$ cat src/hdl/cist_pkg.sv
// Shared types, constants and the built-in identifier list for the CAN identifier
// snapshot table. Used by every module of the block; depends on nothing.
`timescale 1ns / 1ps
package cist_pkg;

   // Row count defaults and limits
   localparam int ROWS_DEFAULT = 27;
   localparam int BUILTIN_IDS  = 27;
   localparam int ROW_SEL_W    = 6;   // enough for the largest table (64 rows)
   localparam int QUEUE_DEPTH  = 2;
   localparam logic [3:0] FULL_LEN = 4'd8;

   // Request kinds
   localparam logic REQ_FRAME = 1'b0;
   localparam logic REQ_DUMP  = 1'b1;

   typedef struct packed {
      logic        req_type;
      logic [28:0] frame_id;
      logic        is_extended;
      logic [3:0]  frame_len;
      logic [63:0] payload;
   } req_item_type;

   typedef struct packed {
      logic [4:0]  row_index;
      logic [10:0] row_ident;
      logic        row_valid;
      logic [31:0] word_high;
      logic [31:0] word_low;
      logic [31:0] frames_seen;
      logic [28:0] recent_ident;
      logic [3:0]  recent_len;
      logic        last_row;
   } rsp_item_type;

   // Classified command handed from front to back
   typedef struct packed {
      logic                 is_dump;
      logic                 hit;
      logic [ROW_SEL_W-1:0] row;
      logic [28:0]          ident;
      logic [3:0]           len;
      logic [63:0]          data;
   } cmd_type;

   typedef enum logic {
      BK_IDLE,
      BK_DUMP
   } back_state_type;

   // Fixed identifier of each row; rows past the built-in list read as zero
   function automatic logic [10:0] row_ident_of(input logic [ROW_SEL_W-1:0] row);
      logic [10:0] ident;
      case (row)
         6'd0:    ident = 11'h402;
         6'd1:    ident = 11'h403;
         6'd2:    ident = 11'h40B;
         6'd3:    ident = 11'h40C;
         6'd4:    ident = 11'h404;
         6'd5:    ident = 11'h40E;
         6'd6:    ident = 11'h405;
         6'd7:    ident = 11'h406;
         6'd8:    ident = 11'h407;
         6'd9:    ident = 11'h422;
         6'd10:   ident = 11'h423;
         6'd11:   ident = 11'h42B;
         6'd12:   ident = 11'h42C;
         6'd13:   ident = 11'h424;
         6'd14:   ident = 11'h42E;
         6'd15:   ident = 11'h425;
         6'd16:   ident = 11'h426;
         6'd17:   ident = 11'h427;
         6'd18:   ident = 11'h501;
         6'd19:   ident = 11'h504;
         6'd20:   ident = 11'h581;
         6'd21:   ident = 11'h582;
         6'd22:   ident = 11'h583;
         6'd23:   ident = 11'h585;
         6'd24:   ident = 11'h586;
         6'd25:   ident = 11'h401;
         6'd26:   ident = 11'h421;
         default: ident = 11'h000;
      endcase
      return ident;
   endfunction

endpackage

$ cat src/hdl/cist_front.sv
// Front end: takes request beats, masks the identifier, finds the matching row
// and pushes a classified command into the queue. Depends on cist_pkg.
`timescale 1ns / 1ps
module cist_front import cist_pkg::*; #(
   parameter int ROWS = ROWS_DEFAULT
) (
   input  logic         start,
   output logic         busy,
   input  req_item_type req_item,
   input  logic         q_full,
   output logic         q_push,
   output cmd_type      q_cmd
);

   logic [28:0] ident;
   logic        found;
   logic [ROW_SEL_W-1:0] found_row;

   // Accept whenever the queue has room
   assign busy   = q_full;
   assign q_push = start && !q_full;

   // Standard frames keep only the low 11 identifier bits
   assign ident = req_item.is_extended ? req_item.frame_id
                                       : {18'd0, req_item.frame_id[10:0]};

   // Parallel compare against every built-in row, lowest row wins
   always_comb begin
      found     = 1'b0;
      found_row = '0;
      for (int r = ROWS - 1; r >= 0; r--) begin
         if (r < BUILTIN_IDS &&
             row_ident_of(ROW_SEL_W'(r)) == ident[10:0] && ident[28:11] == 18'd0) begin
            found     = 1'b1;
            found_row = ROW_SEL_W'(r);
         end
      end
   end

   always_comb begin
      q_cmd.is_dump = (req_item.req_type == REQ_DUMP);
      q_cmd.hit     = found && !req_item.is_extended && (req_item.frame_len >= FULL_LEN);
      q_cmd.row     = found_row;
      q_cmd.ident   = ident;
      q_cmd.len     = req_item.frame_len;
      q_cmd.data    = req_item.payload;
   end

endmodule

$ cat src/hdl/cist_queue.sv
// Short command queue between front and back so each side stalls on its own.
// Depends on cist_pkg for the command type and depth.
`timescale 1ns / 1ps
module cist_queue import cist_pkg::*; (
   input  logic    clock,
   input  logic    reset,
   input  logic    push,
   input  cmd_type din,
   input  logic    pop,
   output cmd_type dout,
   output logic    full,
   output logic    empty
);

   localparam int PtrW = (QUEUE_DEPTH > 1) ? $clog2(QUEUE_DEPTH) : 1;
   localparam int CntW = $clog2(QUEUE_DEPTH + 1);

   cmd_type         slot_ff [QUEUE_DEPTH];
   logic [PtrW-1:0] wr_ptr_ff, wr_ptr_in;
   logic [PtrW-1:0] rd_ptr_ff, rd_ptr_in;
   logic [CntW-1:0] count_ff, count_in;

   assign full  = (count_ff == CntW'(QUEUE_DEPTH));
   assign empty = (count_ff == '0);
   assign dout  = slot_ff[rd_ptr_ff];

   // Pointer and fill count update
   always_comb begin
      wr_ptr_in = wr_ptr_ff;
      rd_ptr_in = rd_ptr_ff;
      count_in  = count_ff;
      if (push) begin
         wr_ptr_in = (wr_ptr_ff == PtrW'(QUEUE_DEPTH - 1)) ? '0 : wr_ptr_ff + 1'b1;
      end
      if (pop) begin
         rd_ptr_in = (rd_ptr_ff == PtrW'(QUEUE_DEPTH - 1)) ? '0 : rd_ptr_ff + 1'b1;
      end
      if (push && !pop) begin
         count_in = count_ff + 1'b1;
      end else if (pop && !push) begin
         count_in = count_ff - 1'b1;
      end
   end

   always_ff @(posedge clock) begin
      if (reset) begin
         wr_ptr_ff <= '0;
         rd_ptr_ff <= '0;
         count_ff  <= '0;
      end else begin
         wr_ptr_ff <= wr_ptr_in;
         rd_ptr_ff <= rd_ptr_in;
         count_ff  <= count_in;
      end
   end

   // Payload slots need no reset
   always_ff @(posedge clock) begin
      if (push) begin
         slot_ff[wr_ptr_ff] <= din;
      end
   end

endmodule

$ cat src/hdl/cist_back.sv
// Back end: applies frame commands to the row memory and counters, and walks
// the table one row a cycle for a dump. Depends on cist_pkg.
`timescale 1ns / 1ps
module cist_back import cist_pkg::*; #(
   parameter int ROWS = ROWS_DEFAULT
) (
   input  logic         clock,
   input  logic         reset,
   input  logic         q_empty,
   input  cmd_type      q_cmd,
   output logic         q_pop,
   output logic         rsp_strobe,
   output rsp_item_type rsp_item
);

   localparam int RowW = (ROWS > 1) ? $clog2(ROWS) : 1;

   back_state_type state_ff, state_in;
   logic [RowW-1:0] idx_ff, idx_in;
   logic [31:0]     count_ff, count_in;
   logic [28:0]     ident_ff, ident_in;
   logic [3:0]      len_ff, len_in;
   logic [ROWS-1:0] mark_ff, mark_in;

   // Row memory and its read pipeline
   logic [63:0]     mem [ROWS];
   logic            wr_en;
   logic [63:0]     rd_word_ff;
   logic            pv_ff, pv_in;
   logic [RowW-1:0] p_idx_ff;
   logic            p_mark_ff;
   logic            p_last_ff, last_issue;
   logic [63:0]     shown_word;

   assign last_issue = (idx_ff == RowW'(ROWS - 1));

   // Sequencer: pop one command when idle, walk rows while dumping
   always_comb begin
      state_in = state_ff;
      idx_in   = idx_ff;
      count_in = count_ff;
      ident_in = ident_ff;
      len_in   = len_ff;
      mark_in  = mark_ff;
      q_pop    = 1'b0;
      wr_en    = 1'b0;
      pv_in    = 1'b0;
      case (state_ff)
         BK_IDLE: begin
            if (!q_empty) begin
               q_pop = 1'b1;
               if (q_cmd.is_dump) begin
                  state_in = BK_DUMP;
                  idx_in   = '0;
               end else begin
                  count_in = count_ff + 1'b1;
                  ident_in = q_cmd.ident;
                  len_in   = q_cmd.len;
                  if (q_cmd.hit) begin
                     wr_en                       = 1'b1;
                     mark_in[q_cmd.row[RowW-1:0]] = 1'b1;
                  end
               end
            end
         end
         BK_DUMP: begin
            pv_in = 1'b1;
            if (last_issue) begin
               state_in = BK_IDLE;
            end else begin
               idx_in = idx_ff + 1'b1;
            end
         end
         default: begin
            state_in = BK_IDLE;
         end
      endcase
   end

   always_ff @(posedge clock) begin
      if (reset) begin
         state_ff <= BK_IDLE;
         idx_ff   <= '0;
         count_ff <= '0;
         ident_ff <= '0;
         len_ff   <= '0;
         mark_ff  <= '0;
         pv_ff    <= 1'b0;
      end else begin
         state_ff <= state_in;
         idx_ff   <= idx_in;
         count_ff <= count_in;
         ident_ff <= ident_in;
         len_ff   <= len_in;
         mark_ff  <= mark_in;
         pv_ff    <= pv_in;
      end
   end

   // Memory write port and registered read port
   always_ff @(posedge clock) begin
      if (wr_en) begin
         mem[q_cmd.row[RowW-1:0]] <= q_cmd.data;
      end
      rd_word_ff <= mem[idx_ff];
      p_idx_ff   <= idx_ff;
      p_mark_ff  <= mark_ff[idx_ff];
      p_last_ff  <= last_issue;
   end

   // Result beat; counters cannot move until the dump has been fully issued
   assign shown_word = p_mark_ff ? rd_word_ff : 64'd0;
   assign rsp_strobe = pv_ff;

   always_comb begin
      rsp_item.row_index    = 5'(p_idx_ff);
      rsp_item.row_ident    = row_ident_of(ROW_SEL_W'(p_idx_ff));
      rsp_item.row_valid    = p_mark_ff;
      rsp_item.word_high    = shown_word[63:32];
      rsp_item.word_low     = shown_word[31:0];
      rsp_item.frames_seen  = count_ff;
      rsp_item.recent_ident = ident_ff;
      rsp_item.recent_len   = len_ff;
      rsp_item.last_row     = p_last_ff;
   end

endmodule

$ cat src/hdl/can_id_snapshot_table.sv
// CAN identifier snapshot table, top level: front end, command queue, back end.
// A frame beat is pushed into the command queue on accept and applied when the back
// end is idle and pops it; a dump, once popped, reads the rows through the registered
// read port and puts one row per cycle on the ports, ROWS rows. Frames are taken one
// per cycle while the queue has room; a dump holds the back end until its last row
// is issued. Reset clears marks, counters and queue at once.
`timescale 1ns / 1ps
module can_id_snapshot_table import cist_pkg::*; #(
   parameter int ROWS = ROWS_DEFAULT
) (
   input  logic         clock,
   input  logic         reset,
   input  logic         start,
   output logic         busy,
   input  req_item_type req_item,
   output logic         rsp_strobe,
   output rsp_item_type rsp_item
);

   logic    q_push, q_pop, q_full, q_empty;
   cmd_type q_in, q_out;

   // Classify incoming beats
   cist_front #(.ROWS(ROWS)) u_front (
      .start    (start),
      .busy     (busy),
      .req_item (req_item),
      .q_full   (q_full),
      .q_push   (q_push),
      .q_cmd    (q_in)
   );

   cist_queue u_queue (
      .clock (clock),
      .reset (reset),
      .push  (q_push),
      .din   (q_in),
      .pop   (q_pop),
      .dout  (q_out),
      .full  (q_full),
      .empty (q_empty)
   );

   // Apply frames and walk the table
   cist_back #(.ROWS(ROWS)) u_back (
      .clock      (clock),
      .reset      (reset),
      .q_empty    (q_empty),
      .q_cmd      (q_out),
      .q_pop      (q_pop),
      .rsp_strobe (rsp_strobe),
      .rsp_item   (rsp_item)
   );

   // Checks
   a_no_overflow: assert property (@(posedge clock) disable iff (reset)
      q_push |-> !q_full) else $error("queue push while full");

   a_no_underflow: assert property (@(posedge clock) disable iff (reset)
      q_pop |-> !q_empty) else $error("queue pop while empty");

   a_rows_contiguous: assert property (@(posedge clock) disable iff (reset)
      (rsp_strobe && !rsp_item.last_row) |=> rsp_strobe)
      else $error("dump rows not back to back");

   a_last_index: assert property (@(posedge clock) disable iff (reset)
      (rsp_strobe && rsp_item.last_row) |-> (rsp_item.row_index == 5'(ROWS - 1)))
      else $error("last row flag on wrong row");

endmodule

$ cat config.mk
export PLATFORM = sky130hd
export DESIGN_NAME = can_id_snapshot_table
export DESIGN_NICKNAME = d
export VERILOG_FILES = /design/src/hdl/cist_pkg.sv /design/src/hdl/cist_front.sv /design/src/hdl/cist_queue.sv /design/src/hdl/cist_back.sv /design/src/hdl/can_id_snapshot_table.sv
export SDC_FILE = /design/constraint.sdc
export NUM_CORES = 2
export LEC_CHECK = 0
export BUFFER_PORTS_ARGS = -buffer_cell sky130_fd_sc_hd__buf_2
export CAP_MARGIN = 5
export CORE_MARGIN = 2
export CORE_UTILIZATION = 35
export CTS_BUF_LIST = sky130_fd_sc_hd__clkbuf_16
export CTS_CLUSTER_SIZE = 14
export DETAILED_ROUTE_END_ITERATION = 10
export HOLD_SLACK_MARGIN = 0.12
export MAX_ROUTING_LAYER = met4
export PLACE_DENSITY = 0.6
export SLEW_MARGIN = 30
export SYNTH_ARGS = -nofsm -noshare
export SYNTH_HDL_FRONTEND = slang
export SYNTH_SLANG_ARGS = --single-unit
$ cat constraint.sdc
create_clock -name clock -period 5.4 [get_ports clock]
set_input_delay 0.54 -clock clock [delete_from_list [all_inputs] [get_ports clock]]
set_output_delay 0.54 -clock clock [all_outputs]
set_load 0.05 [all_outputs]
==> flow_summary.yaml <==
critical_path:
  path_class: "flip-flop to flip-flop"
  endpoint: "u_back.mem[7][1]"
  crit_chain: "buf_4 -> mux2i_1 -> nand2_1 -> nor2_4 -> buf_12"
  endpoint_kind: "flip-flop"
  startpoint_type: "flip-flop"
  reg2reg_slack_ps: 1620
  crit_arrival_ps: 4280
  required_ps: 5890
  reg2reg_to: "u_back.mem[7][1]"
  worst-r2r-cell-count: 5
  max_stage_delay_ps: 740
  crit_fanout: 29
  cp_slowest_cell: "dfxtp_4"
die:
  rows: 175
  core_um2: 227700
  die_y_um: 483.0
  io_pins: 251
  start_util_pct: 35.26
  die_x_um: 483.0
  dieArea_um2: 233300
placement:
  globalplace.congestion: 0.7664
  port_buffers: 247
  dp_hpwl_um: 115900
  placed_area_um2: 85520
power_and_ir_drop:
  cellLeakagePower_nw: 29.81
  pwr-share-seq_pct: 51.1
  p_sw_w: 0.01028
  p_int_w: 0.02926
  powerDensity_nw_per_um2: 424.0
  p_sw_share_pct: 26.01
  p_comb_share_pct: 13.3
  vdd_ir_drop_max_uv: 310.2
  pwr-share-clk_pct: 35.7
routing:
  highest_layer: "met4"
  wl_per_cell_um: 25.65
  drc: 0
  vias: 40380
  drt_iter0_drc: 3852
  met2RoutedLength_um: 97030
  antenna_left: 0
  met1Wirelength_um: 86360
  dr.pass1.iters: 5
  route.final.wire_length_um: 197600
  dr_wl_met3_um: 10520
  via_per_inst: 5.241
timing:
  fin_setup_tns_ps: 0
  clock_skew_ps: 50.34
  finalMaxSlewViolations: 0
  post-route-min-period_ps: 3784
  post-route-period-util_pct: 70.07
  tightest_slew_ps: 932.4
  setup-violations-final: 0
  grt_setup_unrepaired: "false"
  whs_ps: 283.5
  relSlewSlack_pct: 36.86
  hold_violations: 0
  clock.fmax_ghz: 0.2643
global_routing:
  grt_pass1_vias: 41198
  grt_usage_pct: 17.29
  grt_antenna_before_repair: 10
  grt_first_pass_wirelength_um: 286700
  grt_max_degree: 107
  grt_overflow: 0
logic_synthesis:
  ys.warnings.count: 0
  syn_area_per_cell_um2: 19.73
  yosys.area.top_type: "edfxtp_1"
  ys_seq_area_share_pct: 76.97
  synth-main-ff-cell: "edfxtp_1"
  ys_async_sr_fraction_pct: 0
  netlist.area_leader.share_pct: 72.40
  netlist_instances: 4070
  ys_top_cells_by_area: "edfxtp_1 72%, mux4_2 9.1%, dfxtp_1 4.6%"
  synth_seq_cells: 2119
  synth_edf_count: 1936
  synth_cell_type_count: 64
  synth_area_um2: 80290
layout:
  drive_gt1_share_pct: 24.81
  area_growth_pct: 16.16
  fin_util_pct: 40.96
  finalInstanceArea_um2: 93270
  fin_nets: 4619
  nFillCells: 20059
cts:
  cts_tree: "yes"
  cts.clk_slew.worst_paths_ps: 60
  htree_levels: 4
  cts_buffer_depth: 3
  cts.sinks: 2119
  cts_root_buffer: "clkbuf_16"
  cts_resized: 0
  worst_skew_pair.late_latency_ps: 850
  cts_inserted_buffers: 209
worst_hold_path:
  hp-class: "input port to flip-flop"
  hp-start: "req_item[68]"
status:
  run_status: "finished clean"
job:
  maxCapViolations: 0
worst min-delay path by stage:
stage / end / slack (ps) / cells after the start
2_1_floorplan: u_back.p_idx_ff[2] / 330 / 0
3_3_place_gp: u_back.mark_ff[26] / 440 / 2
3_5_place_dp: u_back.mark_ff[23] / 450 / 2
4_1_cts: u_queue.slot_ff[0][80] / 220 / 2
5_1_grt: u_queue.slot_ff[0][91] / 260 / 2
6_report: u_queue.slot_ff[0][94] / 280 / 2
power groups by stage:
stage               Sequential [W]  Clock, W  Combinational, W
floorplan                   0.0207         0           0.00306
global placement            0.0206         0           0.00516
detailed placement          0.0206         0           0.00526
CTS                         0.0202    0.0144           0.00533
global route                0.0203    0.0150           0.00565
finish                      0.0202    0.0141           0.00524
stage by stage:
step	instances	total power (W)	setup WS, ps
global route	7702	0.04094	1471
CTS	7700	0.03994	1554
finish	7704	0.03955	1616
global placement	7205	0.02571	1655
detailed placement	7205	0.02583	1609
floorplan	4072	0.02373	764.5
cells in the mapped netlist (42+ instances only):
master    count
o311ai_1     46
nand2_1      97
and2_1      148
nor2_1      153
a22oi_1     131
mux2i_1     234
buf_2        89
a21oi_1      42
dfxtp_1     183
clkbuf_1    105
mux4_2      326
edfxtp_1   1936
o22ai_1      68
mux2_2      132
nand3_1      89
sequential cells by signal, indices dropped and copies added, names as in the netlist, 2 cells and up, named ones only:
| register | count |
|---|---|
| u_back.count_ff | 32 |
| u_queue.count_ff | 2 |
| u_back.rsp_item | 8 |
| u_queue.slot_ff | 208 |
| u_back.idx_ff | 5 |
| u_back.mem | 1728 |
| u_back.ident_ff | 29 |
| u_back.p_idx_ff | 5 |
| u_back.rd_word_ff | 64 |
| u_back.mark_ff | 27 |
| u_back.len_ff | 4 |
logic make-up (layout without fill, tap and decap cells):
family	count (synthesis)	in the layout	synth area share, %
flip-flops	2119	2119	76.97
adder cells (fa/ha/maj)	10	10	0.1558
buffers and inverters	247	866	1.466
XOR/XNOR	38	38	0.4145
AND/OR/NAND/NOR	584	584	3.695
other	1	7	0.004670
multiplexers	692	692	13.91
AO/OA/AOI/OAI	379	379	3.386
worst max-delay path, delay by kind of cell (launching register included):
kind / cells / cell delay [ps]
multiplexers: 1 / 670
flip-flops: 1 / 740
AND/OR/NAND/NOR: 2 / 1140
buffers and inverters: 2 / 830
what timing repair did:
| item | 4_1_cts | 5_1_grt |
|---|---|---|
| hold endpoints to repair | 210 | 0 |
| setup buffers | 0 | 0 |
| endpoints found under the setup margin | 0 | 0 |
| hold buffers | 100 | 0 |
per-layer routing:
metal,GRT usage [%],up-vias
li1,-,17410
met1,23.40,21509
met2,27.71,1205
met3,2.484,256
met4,3.986,0
met5,-,-
placed cells by master (no fill, tap or decap), types with 34 or more instances in the layout:
cell type      count
nor2_1           123
mux4_2           326
nand2_1           95
dfxtp_1          176
o311ai_1          44
edfxtp_1        1936
clkbuf_16        212
inv_1             75
mux2_2           132
nand3_1           89
a22oi_1          131
mux2i_1          234
and2_1           148
a211oi_1          34
o22ai_1           68
clkinv_2          38
buf_4             96
clkinv_1          41
dlygate4sd3_1    100
a21oi_1           42
buf_2            246
layout make-up:
class | instances | area [µm²] | share of cell area, %
Multi-Input combinational cell | 1706 | 17640 | 18.91
Inverter | 13 | 55.05 | 0.05902
Antenna cell | 4 | 10.01 | 0.01073
Clock buffer | 212 | 5305 | 5.688
Tap cell | 3009 | 3765 | 4.036
Timing Repair Buffer | 458 | 3264 | 3.500
Clock inverter | 183 | 1409 | 1.510
Sequential cell | 2119 | 61830 | 66.29
(Power assumes the default switching activity.)
